===== src/design/cbbl_pkg.sv =====
package cbbl_pkg;

    localparam int MAX_LINE   = 1024;
    localparam int MAX_RADIUS = 50;

    localparam int PIX_W = 32;
    localparam int CH_W  = 8;
    localparam int CH_N  = 4;
    localparam int RAD_W = 6;
    localparam int LEN_W = 11;
    localparam int DIV_W = RAD_W + 1;

    localparam int CELLS  = 2 * MAX_RADIUS + 1;
    localparam int POS_W  = $clog2(MAX_LINE + (1 << RAD_W));
    localparam int SUM_W  = $clog2(CELLS * 255 + 1);
    localparam int RCP_SH = SUM_W + $clog2(CELLS);
    localparam int RCP_W  = RCP_SH + 1;

    localparam int FIFO_D  = 4;
    localparam int FIFO_AW = $clog2(FIFO_D);

    localparam int LEN_RST = (1024 > MAX_LINE) ? MAX_LINE : 1024;

    localparam logic REG_RADIUS = 1'b0;
    localparam logic REG_LENGTH = 1'b1;

    typedef enum logic {
        ST_RUN,
        ST_FLUSH
    } state_t;

    typedef struct packed {
        logic load;
        logic shift;
    } cell_ctl_t;

    typedef struct packed {
        logic push;
        logic load;
        logic emit;
        logic last;
    } push_ctl_t;

    typedef struct packed {
        logic             valid;
        logic             last;
        logic [PIX_W-1:0] pixel;
    } mean_res_t;

endpackage


===== src/design/cbbl_mean.sv =====
module cbbl_mean (
    input  logic                       clk,
    input  logic                       rst_n,
    input  cbbl_pkg::push_ctl_t        ctl,
    input  logic [cbbl_pkg::PIX_W-1:0] pixel,
    input  logic [cbbl_pkg::PIX_W-1:0] oldest,
    input  logic [cbbl_pkg::RAD_W-1:0] radius,
    output cbbl_pkg::mean_res_t        res,
    output logic [1:0]                 inflight
);
    import cbbl_pkg::*;

    localparam int PROD_W = SUM_W + RCP_W;

    logic [RCP_W-1:0] rcp_tab [0:MAX_RADIUS];

    for (genvar g = 0; g <= MAX_RADIUS; g++)
    begin : g_rcp
        // ceil(2^RCP_SH / (2g+1)), exact for every window sum
        localparam longint unsigned RCP =
            ((64'd1 << RCP_SH) + 64'(2 * g)) / 64'(2 * g + 1);
        assign rcp_tab[g] = RCP_W'(RCP);
    end

    logic [DIV_W-1:0]  div;
    logic [RCP_W-1:0]  rcp_reg;
    logic [SUM_W-1:0]  sum_reg  [CH_N];
    logic [SUM_W-1:0]  sum_next [CH_N];
    logic [PROD_W-1:0] prod     [CH_N];
    logic [PIX_W-1:0]  q_reg;
    logic [PIX_W-1:0]  q_next;
    logic              v1_reg, v1_next;
    logic              l1_reg, l1_next;
    logic              v2_reg, v2_next;
    logic              l2_reg, l2_next;

    assign div = {radius, 1'b1};

    always_comb
    begin
        for (int c = 0; c < CH_N; c++)
        begin
            sum_next[c] = sum_reg[c];
            if (ctl.load)
            begin
                sum_next[c] = SUM_W'(SUM_W'(pixel[c*CH_W +: CH_W]) * SUM_W'(div));
            end
            else if (ctl.push)
            begin
                sum_next[c] = sum_reg[c] + SUM_W'(pixel[c*CH_W +: CH_W])
                              - SUM_W'(oldest[c*CH_W +: CH_W]);
            end
        end
    end

    always_comb
    begin
        for (int c = 0; c < CH_N; c++)
        begin
            prod[c] = PROD_W'(sum_reg[c]) * PROD_W'(rcp_reg);
            q_next[c*CH_W +: CH_W] = prod[c][RCP_SH +: CH_W];
        end
    end

    always_comb
    begin
        v1_next = ctl.push && ctl.emit;
        l1_next = ctl.last;
        v2_next = v1_reg;
        l2_next = l1_reg;
    end

    always_ff @(posedge clk)
    begin
        for (int c = 0; c < CH_N; c++)
        begin
            sum_reg[c] <= sum_next[c];
        end
        rcp_reg <= rcp_tab[radius];
        q_reg   <= q_next;
    end

    always_ff @(posedge clk or negedge rst_n)
    begin
        if (!rst_n)
        begin
            v1_reg <= 1'b0;
            l1_reg <= 1'b0;
            v2_reg <= 1'b0;
            l2_reg <= 1'b0;
        end
        else
        begin
            v1_reg <= v1_next;
            l1_reg <= l1_next;
            v2_reg <= v2_next;
            l2_reg <= l2_next;
        end
    end

    assign res.valid = v2_reg;
    assign res.last  = l2_reg;
    assign res.pixel = q_reg;
    assign inflight  = {1'b0, v1_reg} + {1'b0, v2_reg};

endmodule


===== config.mk =====
export PLATFORM = sky130hd
export DESIGN_NAME = cbbl_mean
export DESIGN_NICKNAME = d
export VERILOG_FILES = /design/src/design/cbbl_pkg.sv /design/src/design/cbbl_mean.sv
export SDC_FILE = /design/constraint.sdc
export NUM_CORES = 2
export LEC_CHECK = 0
export ABC_AREA = 1
export BUFFER_PORTS_ARGS = -buffer_cell sky130_fd_sc_hd__buf_2
export CORE_UTILIZATION = 40
export CTS_BUF_LIST = sky130_fd_sc_hd__clkbuf_16
export DETAILED_ROUTE_END_ITERATION = 8
export PLACE_DENSITY = 0.57
export RECOVER_POWER = 100
export SLEW_MARGIN = 25
export SYNTH_ARGS = -nofsm -noshare
export SYNTH_HDL_FRONTEND = slang
export SYNTH_SLANG_ARGS = --single-unit

===== constraint.sdc =====
create_clock -name clk -period 11.3 [get_ports clk]
set_input_delay 0.565 -clock clk [delete_from_list [all_inputs] [get_ports clk]]
set_output_delay 0.565 -clock clk [all_outputs]
set_load 0.005 [all_outputs]

## Yosys cells after proc, flatten, opt, wreduce, memory -nomap -nowiden

Memories as Yosys holds them, arrays and structs flattened. A register that Yosys moved wholly into a read port is not among the register bits.
Cells that the tools add are included.

| cells by class | value |
|---|---|
| div/mod/pow operators | 0 |
| magnitude comparators | 0 |
| muxes and demuxes | 8 |
| bitwise logic cells | 1 |
| reductions and logical operators | 1 |
| shift-type cells | 0 |
| add/subtract/negate cells | 9 |
| multipliers | 8 |
| equality and inequality tests | 0 |

Operator list:

| operator | count |
|---|---|
| $mul A15 B23 Y30 | 4 |
| $mux W15 | 8 |
| $add A15 B8 Y15 | 4 |
| $mul A8 B7 Y15 | 4 |
| $sub A15 B8 Y15 | 4 |
| $not A6 Y7 | 1 |
| $add A1 B1 Y2 | 1 |
| $logic_and A1 B1 Y1 | 1 |

| storage, ports and cells | value |
|---|---|
| input port bits | 76 |
| memories kept | 2 |
| bits in read-only memories | 1472 |
| output and inout port bits | 36 |
| RAM bits | 60 |
| logic and storage cells | 34 |
| register bits | 36 |
| latch bits | 0 |

Memories:

| memory | words | width | rd ports | clocked after memory_dff | wr ports | RTL line | RTL |
|---|---|---|---|---|---|---|---|
| (no name shown) | 64 | 23 | 1 | 1 | 0 | cbbl_mean.sv:79 | `rcp_reg <= rcp_tab[radius];` |
| sum_reg | 4 | 15 | 4 | 0 | 4 | cbbl_mean.sv:27 | `logic [SUM_W-1:0] sum_reg [CH_N];` |

## Depth between registers and ports, before layout

An unclocked memory read counts as a cell.

| depth | value |
|---|---|
| word-level depth | 5 |
| mapped depth | 29 |

## Least setup slack after synthesis

Ideal clock, no wire load.

| timing path | value |
|---|---|
| path type | flip-flop to flip-flop |
| from | reg rcp_reg[17] |
| to | reg q_reg[7] |
| path buffers | 3 |
| setup time | 0.112 ns |
| slack | 5.939 ns |
| data arrival time | 5.249 ns |
| required time | 11.188 ns |
| cell stages (with the launch flop) | 28 |
| cell sequence | dfxtp_1 > buf_2 > clkbuf_1 > buf_1 > nand2_1 > fa_1 > inv_1 > fa_1 > fa_1 > inv_1 > fa_1 > inv_1 > fa_1 > inv_1 > fa_1 > inv_1 > ha_1 > nand2_1 > nor2_1 > nand2_1 > nor2_1 > nand2_1 > nand2_1 > nor2_1 > nand2_1 > inv_1 > nand2_1 > nand2_1 |

RTL lines:

| element | RTL line | RTL |
|---|---|---|
| start, declared | cbbl_mean.sv:26 | `logic [RCP_W-1:0] rcp_reg;` |
| end signal, assigned | cbbl_mean.sv:80 | `q_reg <= q_next;` |
| end, declared | cbbl_mean.sv:30 | `logic [PIX_W-1:0] q_reg;` |

==> impl_metrics.env <==
export IMPL_cts_inserted_buffers=17
export IMPL_period_minus_slack_ns=8.25
export IMPL_worst_skew_pair_late_latency_ns=0.53
export IMPL_synth_seq_area_share_pct=5.34
export IMPL_cts_tree="done"
export IMPL_crit_start="rcp_reg[10]"
export IMPL_hpwlAfterDp_mm=123
export IMPL_synth_lib_cells_used_distinct=51
export IMPL_vias=46700
export IMPL_floorplan_core_area_sq_mm=0.138
export IMPL_netlist_instances=7890
export IMPL_ioPinCount=112
export IMPL_synthFlopType="edfxtp_1"
export IMPL_fillers=14400
export IMPL_die_area_sq_mm=0.141
export IMPL_worstHoldStart="ctl[0]"
export IMPL_worst_path_most_repeated_cell="fa_1"
export IMPL_htreeDepth=4
export IMPL_postSynthRegisterBits=118
export IMPL_grt_first_pass_wirelength_mm=263
export IMPL_largest_register_ff_count=60
export IMPL_r2r_start="rcp_reg[10]"
export IMPL_detail_route_first_pass_iterations=6
export IMPL_final_layout_size_suffix_gt1_share_pct=2.86
export IMPL_layout_area_seq_sq_mm=0.00301
export IMPL_drt_total_wl_mm=160
export IMPL_number_of_global_route_vias_before_repair=48900
export IMPL_drt_iter0_drc=2985
export IMPL_max_slew_worst_pin_slew_ns=4.36
export IMPL_area_contributors_post_synth="fa_1 39%, inv_1 16%, nand2_1 15%"
export IMPL_layout_cells_most_common_list="2,408 x inv_1, 2,301 x nand2_1, 1,096 x fa_1, 476 x ha_1, 267 x nor2_1"
export IMPL_edff_count_synth=60
export IMPL_crit_path_start_kind="flip-flop"
export IMPL_final_max_slew_viol_count=238
export IMPL_worst_path_max_delay_cell="clkbuf_1"
export IMPL_syn_mean_instance_area_sq_um=7.08
export IMPL_min_delay_path_class="in -> reg"
export IMPL_nNetsFinal=9436
export IMPL_layout_commonest_cell="inv_1"
export IMPL_clock_fmax_mhz=121
export IMPL_grt_max_degree=66
export IMPL_crit_required_ns=11.73
export IMPL_clock_sinks=118
export IMPL_vias_per_cell=4.83
export IMPL_final_antenna_net_count=0
export IMPL_fp_row_count=136
export IMPL_status="complete, but fails checks"
export IMPL_gp_congestion=0.911
export IMPL_synth_top_cell_area_share_pct=39.3
export IMPL_failed_checks="max-capacitance violations, max-slew violations"
export IMPL_drc_errors_left=0
export IMPL_postSynthNetCount=9538
export IMPL_synthToLayoutAreaGrowth_pct=5.37
export IMPL_grt_use_total_pct=23.6
export IMPL_max_fanout_on_critical_path=39
export IMPL_critical_path_buf_inv_count=6
export IMPL_worstPathCellList="clkbuf_1, nand2_1, fa_1, inv_1, fa_1, inv_1, fa_1, fa_1, inv_1, fa_1, inv_1, fa_1, inv_1, ha_1, nand2_1, nor2_1, nand2_1, nor3_1, nand2_1, a21oi_1, nor2_1, nand3_1, nand2_1"
export IMPL_clk_pin_slew_worst_paths_ns=0.08
export IMPL_initial_antenna_violation_count=7
export IMPL_setup_viol=0
export IMPL_kind_of_end_point_of_the_critical_path="flip-flop"
export IMPL_critPathArrivalTime_ns=8.68
export IMPL_path_class="reg -> reg"
export IMPL_post_drt_wl_per_cell_um=16.6
export IMPL_chipWidth_um=376
export IMPL_final_global_route_overflow_total=0
export IMPL_finalHoldViolCount=0
export IMPL_syn_area_sq_mm=0.0559
export IMPL_timing_final_crit_share_pct=73.0
export IMPL_yosys_warnings=0
export IMPL_asyncSetResetFlopFracSynth_pct=3.39
export IMPL_fin_setup_tns_ns=0
export IMPL_multi_input_gate_area_sq_mm=0.0426
export IMPL_initial_utilization_pct=40.5
export IMPL_count_of_maximum_capacitance_violations=6
export IMPL_slew_headroom_pct=-191
export IMPL_setup_repair_after_global_routing_missed_its_margin="false"
export IMPL_fp_dieH_um=376
export IMPL_clk_root_buffer_cell="clkbuf_16"
export IMPL_synth_largest_area_cell="fa_1"
export IMPL_finalClockSkew_ns=0.0156
export IMPL_critPathTopFamily="adder cells"
export IMPL_max_clock_path_buffers=2
export IMPL_placement_io_buffers=111
export IMPL_cpPeakStageDelay_ns=1.95
path summary, 6_finish.rpt:
check | end | slack, ns | cells after the start
max | q_reg[15] | 3.05 | 23
max reg2reg | q_reg[15] | 3.05 | 23
max in group asynchronous | v2_reg | 10.73 | 2
min reg2reg | l2_reg | 0.36 | 0
min in group asynchronous | v1_reg | 0.38 | 2
min | l1_reg | 0.14 | 1
cell usage after synthesis, drive strengths merged, types with 4 or more instances:
cell / count
inv: 2413
nand2: 2304
fa: 1096
ha: 476
nor2: 268
nand3: 262
clkbuf: 215
a21oi: 211
o21ai: 185
buf: 97
edfxtp: 60
dfxtp: 54
nor3: 42
nand4: 37
a21o: 31
o21bai: 30
a31oi: 17
xor2: 17
xnor2: 11
o211ai: 10
nor4: 9
o21a: 7
nand3b: 6
a21boi: 4
dfrtp: 4
timing repair:
item / 4_1_cts / 5_1_grt
endpoints found under the hold margin: 4 / 0
resized for setup: 0 / 0
endpoints found under the setup margin: 0 / 0
buffers inserted: 0 / 0
hold buffers: 1 / 0
cell families (layout without fill, tap and decap cells):
logic type	count (synthesis)	after routing	synth area share, %
adder cells (fa/ha/maj)	1572	1572	49.9
flip-flops	118	118	5.34
other	0	1	0
XOR/XNOR	28	28	0.439
AO/OA/AOI/OAI	510	510	5.06
AND/OR/NAND/NOR	2935	2935	20.8
buffers and inverters	2727	2638	18.5
layout make-up:
cell class	count	share of cell area (%)
repair buffers	191	2.20
clock inverters	15	0.325
clock buffers	17	0.723
multi-input cells	5045	72.3
flip-flops and latches	118	5.11
well taps	1863	3.96
diodes	1	0.00425
inverters	2415	15.4
stage by stage:
stage / instances / cell area (sq um) / utilization [%] / setup slack [ns] / hold slack, ns
4_1_cts: 9654 / 58800 / 42.6 / 5.07 / 0.0871
6_report: 9665 / 58900 / 42.7 / 3.05 / 0.137
2_1_floorplan: 7890 / 55900 / - / 5.94 / 0.269
5_1_grt: 9664 / 58900 / 42.7 / 2.58 / 0.112
3_5_place_dp: 9621 / 58200 / 42.1 / 5.08 / 0.343
3_3_place_gp: 9607 / 57900 / 42.0 / 5.13 / 0.339
routing by layer:
layer | up-vias | global-route usage [%] | wire length (um)
li1 | 22300 | - | -
met1 | 23100 | 31.8 | 71600
met2 | 1135 | 40.2 | 77000
met3 | 178 | 2.85 | 8360
met4 | 6 | 5.62 | 3270
met5 | - | 0 | 36
Power is left out: the tool's default activity adds up to more than one toggle a clock period on the data nets, which glitch-free logic cannot reach.
