<file path="config.mk">
export PLATFORM = sky130hd
export DESIGN_NAME = cbbl_cell
export DESIGN_NICKNAME = d
export VERILOG_FILES = /design/src/design/cbbl_pkg.sv /design/src/design/cbbl_cell.sv
export SDC_FILE = /design/constraint.sdc
export NUM_CORES = 1
export LEC_CHECK = 0
export BUFFER_PORTS_ARGS = -buffer_cell sky130_fd_sc_hd__buf_4
export CORE_MARGIN = 2
export CORE_UTILIZATION = 36
export CTS_CLUSTER_DIAMETER = 30
export DETAILED_ROUTE_END_ITERATION = 10
export MAX_ROUTING_LAYER = met4
export PLACE_DENSITY = 0.75
export SLEW_MARGIN = 10
export SYNTH_ARGS = -nofsm -noshare
export SYNTH_HDL_FRONTEND = slang
export SYNTH_SLANG_ARGS = --single-unit
export TNS_END_PERCENT = 100
</file>
<file path="constraint.sdc">
create_clock -name clk -period 1 [get_ports clk]
set_input_delay 0.05 -clock clk [delete_from_list [all_inputs] [get_ports clk]]
set_output_delay 0.05 -clock clk [all_outputs]
set_load 0.01 [all_outputs]
</file>
<file path="src/design/cbbl_pkg.sv">
package cbbl_pkg;

    localparam int MAX_LINE   = 1024;
    localparam int MAX_RADIUS = 50;

    localparam int PIX_W = 32;
    localparam int CH_W  = 8;
    localparam int CH_N  = 4;
    localparam int RAD_W = 6;
    localparam int LEN_W = 11;
    localparam int DIV_W = RAD_W + 1;

    localparam int CELLS  = 2 * MAX_RADIUS + 1;
    localparam int POS_W  = $clog2(MAX_LINE + (1 << RAD_W));
    localparam int SUM_W  = $clog2(CELLS * 255 + 1);
    localparam int RCP_SH = SUM_W + $clog2(CELLS);
    localparam int RCP_W  = RCP_SH + 1;

    localparam int FIFO_D  = 4;
    localparam int FIFO_AW = $clog2(FIFO_D);

    localparam int LEN_RST = (1024 > MAX_LINE) ? MAX_LINE : 1024;

    localparam logic REG_RADIUS = 1'b0;
    localparam logic REG_LENGTH = 1'b1;

    typedef enum logic {
        ST_RUN,
        ST_FLUSH
    } state_t;

    typedef struct packed {
        logic load;
        logic shift;
    } cell_ctl_t;

    typedef struct packed {
        logic push;
        logic load;
        logic emit;
        logic last;
    } push_ctl_t;

    typedef struct packed {
        logic             valid;
        logic             last;
        logic [PIX_W-1:0] pixel;
    } mean_res_t;

endpackage

</file>
<file path="src/design/cbbl_cell.sv">
module cbbl_cell (
    input  logic                       clk,
    input  cbbl_pkg::cell_ctl_t        ctl,
    input  logic                       is_entry,
    input  logic [cbbl_pkg::PIX_W-1:0] src,
    input  logic [cbbl_pkg::PIX_W-1:0] nb,
    output logic [cbbl_pkg::PIX_W-1:0] q
);
    import cbbl_pkg::*;

    logic [PIX_W-1:0] q_reg;
    logic [PIX_W-1:0] q_next;

    always_comb
    begin
        q_next = q_reg;
        if (ctl.load)
        begin
            q_next = src;
        end
        else if (ctl.shift)
        begin
            q_next = is_entry ? src : nb;
        end
    end

    always_ff @(posedge clk)
    begin
        q_reg <= q_next;
    end

    assign q = q_reg;

endmodule

</file>
# [Yosys cells after proc, flatten, opt, wreduce, memory -nomap -nowiden]
# Index checks and enable logic that the tools add are counted.
[classes] reduce_logical=1 mux=3
[op_table] cell="32-bit 2-to-1 mux" count=3
[op_table] cell="2-bit nonzero test" count=1
[word_totals] register_bits=32 elab_cells=5 in_bits=68

# [Depth between registers and ports, before layout]
# Gate-level depths: netlist (run 1).
[logic_depth] ltp_word=3 depth_mapped=3 depth_no_buf=2

# [Least setup slack after synthesis (run 1)]
# No wires, ideal clock.
[synth_timing] path_kind="input -> register" start="input is_entry" end="register q_reg[0], in the netlist q[0] (data pin)" setup_ns=0.260 cell_stages=3 arrival_time_ns=0.703 n_path_buf=1 path_slack_ns=0.037 cell_sequence="nor2_4 clkbuf_8 mux2_2"
[synth_via] elab_chain_cells=3
[synth_rtl] item="start, declared" line="cbbl_cell.sv:4" source="input logic is_entry,"
[synth_rtl] item="32-bit 2-to-1 mux" line="cbbl_cell.sv:23" source="q_next = is_entry ? src : nb;"
[synth_rtl] item="32-bit 2-to-1 mux" line="cbbl_cell.sv:21" source="else if (ctl.shift)"
[synth_rtl] item="32-bit 2-to-1 mux" line="cbbl_cell.sv:17" source="if (ctl.load)"
[synth_rtl] item="named net q_next[0]" line="cbbl_cell.sv:12" source="logic [PIX_W-1:0] q_next;"
[synth_rtl] item="end signal, assigned" line="cbbl_cell.sv:29" source="q_reg <= q_next;"
[synth_rtl] item="end, declared" line="cbbl_cell.sv:11" source="logic [PIX_W-1:0] q_reg;"
# The timed path passes the listed nets, and every way through them passes these cells. The select of a mux whose other input is x is not followed.
# A chain may end at the register's enable or synchronous reset.

# [Final worst setup path (run 1)]
[layout_timing] start="register q_reg[27], in the netlist q[27]" end="output q[27] in the netlist's numbering"
[layout_rtl] item="end, declared" line="cbbl_cell.sv:7" source="output logic [cbbl_pkg::PIX_W-1:0] q"
# No word-level cell between the ends.

==> impl_metrics.env, run 1 <==
export IMPL_gp_congestion=0.721
export IMPL_initial_core_util=0.376
export IMPL_drtIter0Drc=41
export IMPL_crit_family="flip-flops"
export IMPL_worst_endpoint_required_ns=0.95
export IMPL_grt_remaining_overflow=0
export IMPL_grt_pass1_wl_um=4590
export IMPL_grt_pass1_vias=1061
export IMPL_cts_tree="yes"
export IMPL_hold_class="in2reg"
export IMPL_maxSlewHeadroom=0.898
export IMPL_critical_path_class="reg2out"
export IMPL_pre_cts_slack_ns=-0.118
export IMPL_nets=244
export IMPL_drt_wl_total_um=3120
export IMPL_rows=22
export IMPL_io_pins=100
export IMPL_cts_resized=0
export IMPL_layout_cells_non_filler=224
export IMPL_irDropWorstVdd_mv=0.761
export IMPL_antenna_found_initial=0
export IMPL_power_mw=3.27
export IMPL_setup_ws_ns=0.142
export IMPL_hold_buffers=0
export IMPL_fillers=288
export IMPL_power_leakage_nw=1.01
export IMPL_power_density_nw_per_um2=1420
export IMPL_grt_total_usage=0.150
export IMPL_cp_start_kind="register"
export IMPL_hold_violations=0
export IMPL_crit_path_cell_trace="buf_4"
export IMPL_crit_path_max_incr_delay_ns=0.38
export IMPL_cts_sinks=32
export IMPL_synth_cells=69
export IMPL_synth_cell_types=6
export IMPL_h_tree_depth=2
export IMPL_cp_slowest_cell="edfxtp_1"
export IMPL_drtPass1Iterations=4
export IMPL_drc=0
export IMPL_cts_clk_slew_worst_paths_ns=0.06
export IMPL_core_area_um2=3690
export IMPL_maxCapViolations=0
export IMPL_ant_nets=0
export IMPL_status="completed"
export IMPL_vias_per_cell=4.60
export IMPL_root_buffer="clkbuf_8"
export IMPL_cts_setup_buffers=0
export IMPL_area_delta_synth_final_pct=66.2
export IMPL_placed_cells=217
export IMPL_max_freq_ghz=1.17
export IMPL_syn_nets=137
export IMPL_largest_reg_flops=32
export IMPL_register_area_um2=961
export IMPL_fin_area_um2=2310
export IMPL_io_buffer_count=99
export IMPL_end_kind="primary output"
export IMPL_place_area_um2=2230
export IMPL_arrival_ns=0.81
export IMPL_fin_crit_sh=0.858
export IMPL_period_needed_ns=0.858
export IMPL_clockBufferDepth=2
export IMPL_cts_buffers_inserted=5
export IMPL_post_drt_wl_per_cell_um=13.9
export IMPL_ys_ff_latch=32
export IMPL_worst_pin_slew_ns=0.152
export IMPL_rsz0062_at_grt="no"
export IMPL_die_h_um=66.1
export IMPL_route_vias_total=1030
export IMPL_die_x_um=66.1
export IMPL_syn_area_per_cell_um2=20.1
export IMPL_slew_violations=0
export IMPL_path_max_fanout=1
export IMPL_synth_area_um2=1390
export IMPL_grt_max_degree=20
export IMPL_yosysWarnings=0
export IMPL_finalSetupViolCount=0
export IMPL_antenna_cells=0
export IMPL_multi_input_area_um2=385
export IMPL_dieArea_um2=4370
export IMPL_synth_seq_area_share=0.693
export IMPL_cp_num_buf_inv=1
export IMPL_drive_above_1_share=0.807
-- per-layer routing --
metal  track usage  vias up  share of wire
met1         0.148      477           0.34
li1              -      482              -
met4        0.0459        0          0.012
met2         0.258       66           0.52
met3        0.0767        5           0.12
met5             -        -              0
-- final timing paths --
kind | startpoint | to | slack, ns | depth (start not counted)
worst max-delay path | q[27]$_DFFE_PP_ | q[27] | 0.14 | 1
worst min-delay path | nb[3] | q[3]$_DFFE_PP_ | 0.08 | 2
-- cells in the mapped netlist --
| library cell | instances | area [um2] |
|---|---|---|
| clkbuf_8 | 3 | 41.3 |
| edfxtp_1 | 32 | 961 |
| nor2_4 | 1 | 11.3 |
| mux2_4 | 2 | 30.0 |
| or2_2 | 1 | 6.26 |
| mux2_2 | 30 | 338 |
-- per-stage QoR --
stage / hold WS [ns] / util / setup TNS, ns
after floorplan: 0.267 / - / 0
after global routing: 0.0623 / 0.625 / 0
after CTS: 0.0638 / 0.625 / 0
after global placement: 0.352 / 0.604 / -2.64
after detailed placement: 0.353 / 0.604 / -3.20
final: 0.0763 / 0.625 / 0
-- where the power goes --
| part | internal [mW] | switching [mW] |
|---|---|---|
| clock network | 0.458 | 0.421 |
| registers | 1.65 | 0.0396 |
| logic | 0.458 | 0.245 |
| total | 2.56 | 0.705 |
-- final cells by class --
cell class | instances | area share
well taps | 48 | 0.0260
repair buffers | 103 | 0.357
clock buffers | 5 | 0.0298
clock inverters | 2 | 0.00326
multi-input cells | 34 | 0.167
flip-flops and latches | 32 | 0.417
-- kinds of logic (layout without fill, tap and decap cells) --
group | after synthesis | count (layout) | share of synthesized area
and+or+nand+nor | 2 | 2 | 0.0126
muxes | 32 | 32 | 0.265
DFF | 32 | 32 | 0.693
buffers and inverters | 3 | 110 | 0.0298
-- layout by cell type (no fill, tap or decap) --
master    netlist  final
buf_12          0      4
buf_4           0     99
clkbuf_8        3      5
clkinv_1        0      2
edfxtp_1       32     32
mux2_2         30     30
mux2_4          2      2
nor2_4          1      1
or2_2           1      1
(Power assumes the default switching activity.)
==> run 2, diff against run 1 <==
--- a/config.mk
+++ b/config.mk
@@ -5,13 +5,15 @@
 export SDC_FILE = /design/constraint.sdc
 export NUM_CORES = 1
 export LEC_CHECK = 0
+export ABC_AREA = 1
 export BUFFER_PORTS_ARGS = -buffer_cell sky130_fd_sc_hd__buf_4
 export CORE_MARGIN = 2
-export CORE_UTILIZATION = 36
+export CORE_UTILIZATION = 37
 export CTS_CLUSTER_DIAMETER = 30
 export DETAILED_ROUTE_END_ITERATION = 10
 export MAX_ROUTING_LAYER = met4
-export PLACE_DENSITY = 0.75
+export PLACE_DENSITY = 0.76
+export RECOVER_POWER = 100
 export SLEW_MARGIN = 10
 export SYNTH_ARGS = -nofsm -noshare
 export SYNTH_HDL_FRONTEND = slang
==> run 2 against run 1 <==
Against the previous run: count of clock-buffer cells in the layout increased by 1; fmax increased by 2.3%; via count increased by 30%; combinational power decreased by 17%; largest cell class unchanged; sequential cell count unchanged; final area decreased by 5.2%; wire length increased by 16%; critical path depth unchanged.
==> impl_metrics.env, run 2 <==
export IMPL_grt_pass1_vias=1232
export IMPL_end_kind="primary output"
export IMPL_switching_power_mw=0.748
export IMPL_ys_ff_latch=32
export IMPL_grt_met2_usage=0.295
export IMPL_h_tree_depth=2
export IMPL_path_max_fanout=1
export IMPL_synthTopCellsByCount="64 x nand2_1, 32 x edfxtp_1, 32 x o21ai_0"
export IMPL_drive_above_1_share=0.329
export IMPL_grt_busiest_layer="met2"
export IMPL_cts_sinks=32
export IMPL_crit_path_max_incr_delay_ns=0.38
export IMPL_worst_pin_slew_ns=0.356
export IMPL_sequentialPowerShare=0.536
export IMPL_antenna_cells=0
export IMPL_grt_pass1_wl_um=5500
export IMPL_area_delta_synth_final_pct=52.8
export IMPL_synth_cells=139
export IMPL_yosysWarnings=0
export IMPL_cts_resized=0
export IMPL_finalSetupViolCount=0
export IMPL_initial_core_util=0.388
export IMPL_synth_edf_count=32
export IMPL_fillers=357
export IMPL_ys_async_sr_fraction=0
export IMPL_p_int_mw=2.40
export IMPL_cts_clk_slew_worst_paths_ns=0.06
export IMPL_cp_start_kind="register"
export IMPL_cp_num_buf_inv=1
export IMPL_maxSlewHeadroom=0.763
export IMPL_postLayoutCoreUtil=0.593
export IMPL_crit_path_cell_trace="clkbuf_1"
export IMPL_cts_buffers_inserted=5
export IMPL_grt_total_usage=0.175
export IMPL_power_density_nw_per_um2=1440
export IMPL_placed_cells=284
export IMPL_root_buffer="clkbuf_8"
export IMPL_combPwrFrac=0.185
export IMPL_timing_setup_tns_ns=0
export IMPL_hold_violations=0
export IMPL_rows=22
export IMPL_largest_reg_flops=32
export IMPL_core_area_um2=3690
export IMPL_met3_usage=0.0460
export IMPL_io_pins=100
export IMPL_slew_violations=0
export IMPL_met1_usage=0.197
export IMPL_swShare=0.237
export IMPL_status="completed"
export IMPL_arrival_ns=0.79
export IMPL_antenna_found_initial=0
export IMPL_synth_seq_area_share=0.671
export IMPL_synth_area_leaders="edfxtp_1 67%, nand2_1 17%, o21ai_0 11%"
export IMPL_hp_start="nb[15]"
export IMPL_io_buffer_count=99
export IMPL_die_x_um=66.2
export IMPL_synthFlopType="edfxtp_1"
export IMPL_startpoint="q[14]$_DFFE_PP_"
export IMPL_layout_commonest_cell="buf_4"
export IMPL_setup_ws_ns=0.162
export IMPL_ant_nets=0
export IMPL_period_needed_ns=0.838
export IMPL_layout_cells_non_filler=291
export IMPL_hold_class="in2reg"
export IMPL_yosysTopAreaCellShare=0.671
export IMPL_drt_wl_total_um=3630
export IMPL_pre_cts_slack_ns=0.0374
export IMPL_cts_setup_buffers=0
export IMPL_max_freq_ghz=1.19
export IMPL_drtIter0Drc=81
export IMPL_synth_area_um2=1430
export IMPL_hold_buffers=0
export IMPL_dp_final_hpwl_um=2750
export IMPL_route_vias_total=1340
export IMPL_grt_max_degree=34
export IMPL_post_drt_wl_per_cell_um=12.5
export IMPL_gp_congestion=0.709
export IMPL_drtPass1Iterations=4
export IMPL_yosysMostFrequentCell="nand2_1"
export IMPL_critical_path_class="reg2out"
export IMPL_irDropWorstVdd_mv=0.784
export IMPL_cp_slowest_cell="edfxtp_1"
export IMPL_mostFrequentLayoutCells="67 x buf_4, 64 x nand2_1, 35 x clkbuf_1"
export IMPL_synth_cell_types=8
export IMPL_fin_crit_sh=0.838
export IMPL_drc=0
export IMPL_clockBufferDepth=2
export IMPL_multi_input_area_um2=418
export IMPL_register_area_um2=961
export IMPL_grt_remaining_overflow=0
export IMPL_die_h_um=66.2
export IMPL_dieArea_um2=4380
export IMPL_pwr_share_clk=0.279
export IMPL_nets=311
export IMPL_worst_endpoint_required_ns=0.95
export IMPL_power_leakage_nw=0.974
export IMPL_synth_area_leader_cell="edfxtp_1"
export IMPL_rsz0062_at_grt="no"
export IMPL_syn_area_per_cell_um2=10.3
export IMPL_maxCapViolations=0
export IMPL_vias_per_cell=4.60
export IMPL_syn_nets=207
export IMPL_crit_family="flip-flops"
export IMPL_cts_tree="yes"
## run 2: changes by cell type in the layout (fill, tap and decap cells not counted)
| cell | change |
|---|---|
| clkbuf_1 | +35 |
| clkbuf_2 | +4 |
| o21ai_0 | +32 |
| clkinv_1 | -2 |
| buf_4 | -32 |
| buf_12 | -3 |
| nand2_1 | +64 |
| clkinv_2 | +1 |
| mux2_2 | -30 |
| mux2_4 | -2 |
## run 2: layer usage
metal / routed length (um) / vias up
met1: 1410 / 591
met5: 0 / -
met3: 352 / 2
met4: 17 / 0
li1: - / 678
met2: 1850 / 69
## run 2: worst paths after layout
path              cells after the start              end
setup / recovery                      1            q[14]
hold / removal                        3  q[15]$_DFFE_PP_
## run 2: cell families (layout without fill, tap and decap cells)
family,count (synthesis),after routing,synth area share
AO/OA/AOI/OAI,32,32,0.112
buffers and inverters,9,113,0.0367
flip-flops,32,32,0.671
AND/OR/NAND/NOR,66,66,0.180
## run 2: worst min-delay path, delay by kind of cell
family | cells | cell delay (ns)
buf+inv | 1 | 0.07
simple gates | 2 | 0.09
## run 2: per-stage QoR
step	hold slack (ns)	cell area (um2)	total power, mW
final	0.0459	2190	3.15
after CTS	0.0377	2320	3.32
after detailed placement	0.325	2250	2.44
after global routing	0.0465	2190	3.31
after global placement	0.322	2250	2.42
after floorplan	0.236	1430	1.96
## run 2: cell type report
class | count | area share
flip-flops and latches | 32 | 0.439
multi-input cells | 98 | 0.191
clock inverters | 1 | 0.00229
well taps | 48 | 0.0275
repair buffers | 106 | 0.307
clock buffers | 6 | 0.0332
## run 2: power by group through the flow
stage	registers, mW	clock network [mW]	logic [mW]
2_1_floorplan	1.80	0	0.153
3_3_place_gp	1.72	0	0.704
3_5_place_dp	1.72	0	0.714
4_1_cts	1.70	0.916	0.714
5_1_grt	1.70	0.967	0.643
6_report	1.69	0.880	0.582
==> run 3, diff against run 2 <==
--- a/config.mk
+++ b/config.mk
@@ -8,11 +8,11 @@
 export ABC_AREA = 1
 export BUFFER_PORTS_ARGS = -buffer_cell sky130_fd_sc_hd__buf_4
 export CORE_MARGIN = 2
-export CORE_UTILIZATION = 37
+export CORE_UTILIZATION = 40
 export CTS_CLUSTER_DIAMETER = 30
 export DETAILED_ROUTE_END_ITERATION = 10
 export MAX_ROUTING_LAYER = met4
-export PLACE_DENSITY = 0.76
+export PLACE_DENSITY = 0.78
 export RECOVER_POWER = 100
 export SLEW_MARGIN = 10
 export SYNTH_ARGS = -nofsm -noshare
==> constraint.sdc (replaced) <==
create_clock -name clk -period 0.8 [get_ports clk]
set_input_delay 0.04 -clock clk [delete_from_list [all_inputs] [get_ports clk]]
set_output_delay 0.04 -clock clk [all_outputs]
set_load 0.01 [all_outputs]
==> run 3 against run 2 <==
Against the previous run: the flow now finishes with violations (negative setup slack); total power rose by 32%; count of clock-buffer cells in the layout down 1; combinational power is 100% higher; largest cell class is now non-clock buffers.
==> impl_metrics.env, run 3 (synthesized netlist as in run 2, its figures left out) <==
export IMPL_h_tree_depth=2
export IMPL_crit_family="flip-flops"
export IMPL_crit_path_max_incr_delay_ns=0.42
export IMPL_grt_max_degree=34
export IMPL_fin_crit_sh=1.18
export IMPL_layout_commonest_cell="nand2_1"
export IMPL_cts_tree="yes"
export IMPL_hold_violations=0
export IMPL_holdPathStages=3
export IMPL_violations="negative setup slack"
export IMPL_drtIter0Drc=165
export IMPL_vias_per_cell=4.82
export IMPL_combPwrFrac=0.285
export IMPL_maxCapViolations=0
export IMPL_grt_busiest_layer="met2"
export IMPL_cp_num_buf_inv=1
export IMPL_rows=21
export IMPL_core_area_um2=3390
export IMPL_antenna_cells=0
export IMPL_worst_pin_slew_ns=0.434
export IMPL_route_vias_total=1618
export IMPL_grt_pass1_vias=1600
export IMPL_postLayoutCoreUtil=0.845
export IMPL_die_h_um=63.8
export IMPL_crit_path_cell_trace="buf_6"
export IMPL_cts_buffers_inserted=5
export IMPL_swShare=0.253
export IMPL_finalSetupViolCount=32
export IMPL_maxSlewHeadroom=0.711
export IMPL_hold_class="in2reg"
export IMPL_critical_path_class="reg2out"
export IMPL_dieArea_um2=4070
export IMPL_status="finished, violations left"
export IMPL_placed_cells=279
export IMPL_ant_nets=0
export IMPL_layout_cells_non_filler=336
export IMPL_io_buffer_count=99
export IMPL_mostFrequentLayoutCells="64 x nand2_1, 50 x dlygate4sd3_1, 46 x buf_4"
export IMPL_clockBufferDepth=2
export IMPL_met1_usage=0.253
export IMPL_power_leakage_nw=1.30
export IMPL_grt_met2_usage=0.480
export IMPL_drtPass1Iterations=4
export IMPL_nets=358
export IMPL_grt_pass1_wl_um=7790
export IMPL_drc=0
export IMPL_max_freq_ghz=1.06
export IMPL_power_density_nw_per_um2=1450
export IMPL_hold_ws_ns=0.00474
export IMPL_rsz0062_at_grt="yes"
export IMPL_gp_congestion=0.734
export IMPL_root_buffer="clkbuf_4"
export IMPL_largest_reg_flops=32
export IMPL_io_pins=100
export IMPL_sequentialPowerShare=0.518
export IMPL_cts_clk_slew_worst_paths_ns=0.10
export IMPL_die_x_um=63.8
export IMPL_area_delta_synth_final_pct=100
export IMPL_fillers=162
export IMPL_cts_sinks=32
export IMPL_slew_violations=0
export IMPL_met3_usage=0.0951
export IMPL_setup_ws_ns=-0.147
export IMPL_cp_depth=1
export IMPL_pwr_share_clk=0.197
export IMPL_grt_total_usage=0.267
export IMPL_worst_endpoint_required_ns=0.76
export IMPL_switching_power_mw=1.05
export IMPL_initial_core_util=0.422
export IMPL_path_max_fanout=1
export IMPL_antenna_found_initial=0
export IMPL_drt_wl_total_um=5050
export IMPL_drive_above_1_share=0.376
export IMPL_cp_start_kind="register"
export IMPL_post_drt_wl_per_cell_um=15.0
export IMPL_period_needed_ns=0.947
export IMPL_cp_slowest_cell="edfxtp_1"
export IMPL_irDropWorstVdd_mv=0.922
export IMPL_p_int_mw=3.11
export IMPL_grt_remaining_overflow=0
export IMPL_end_kind="primary output"
export IMPL_arrival_ns=0.91
==> run 3: cell types whose count changed in the layout (fill, tap and decap cells not counted), sizes merged <==
| cell | before | now |
|---|---|---|
| buf | 68 | 73 |
| clkbuf | 44 | 35 |
| clkinv | 1 | 2 |
| dlygate4sd3 | 0 | 50 |
==> run 3: final cells by class <==
cell class              count  area (um2)  share of cell area
repair buffers            153        1380               0.482
flip-flops and latches     32         961               0.336
multi-input cells          98         420               0.147
well taps                  46        57.6              0.0201
clock buffers               5        37.5              0.0131
clock inverters             2        7.51             0.00262
==> run 3: routing by layer <==
layer,up-vias,routed length (um)
li1,776,-
met1,738,1680
met2,92,2810
met3,12,411
met4,0,146
met5,-,0
==> run 3: path summary, 6_finish.rpt <==
path / start / end / slack [ns]
max: q[23]$_DFFE_PP_ / q[23] / -0.15
min: src[23] / q[23]$_DFFE_PP_ / 0.005
==> run 3: metrics by stage <==
stage	total power [mW]	setup slack (ns)	cell area (um2)	setup TNS [ns]
6_report	4.16	-0.147	2860	-3.22
5_1_grt	4.36	-0.187	2860	-4.90
4_1_cts	4.07	-0.151	2790	-3.31
3_5_place_dp	3.04	-0.148	2220	-7.93
3_3_place_gp	3.02	-0.126	2220	-7.05
2_1_floorplan	2.45	0.112	1430	0
==> run 3: repair_timing <==
item,CTS,global route
resized for setup,13,15
endpoints found under the setup margin,32,33
pin swaps,0,1
hold buffers,47,3
hold endpoints to repair,32,3
gates cloned,0,0
setup buffers,0,0
==> run 3: power by group through the flow <==
stage          combinational [mW]  clock (mW)  sequential (mW)
6_report                     1.18       0.821             2.15
5_1_grt                      1.26       0.924             2.17
4_1_cts                      1.11       0.830             2.13
3_5_place_dp                0.885           0             2.15
3_3_place_gp                0.875           0             2.15
2_1_floorplan               0.193           0             2.25
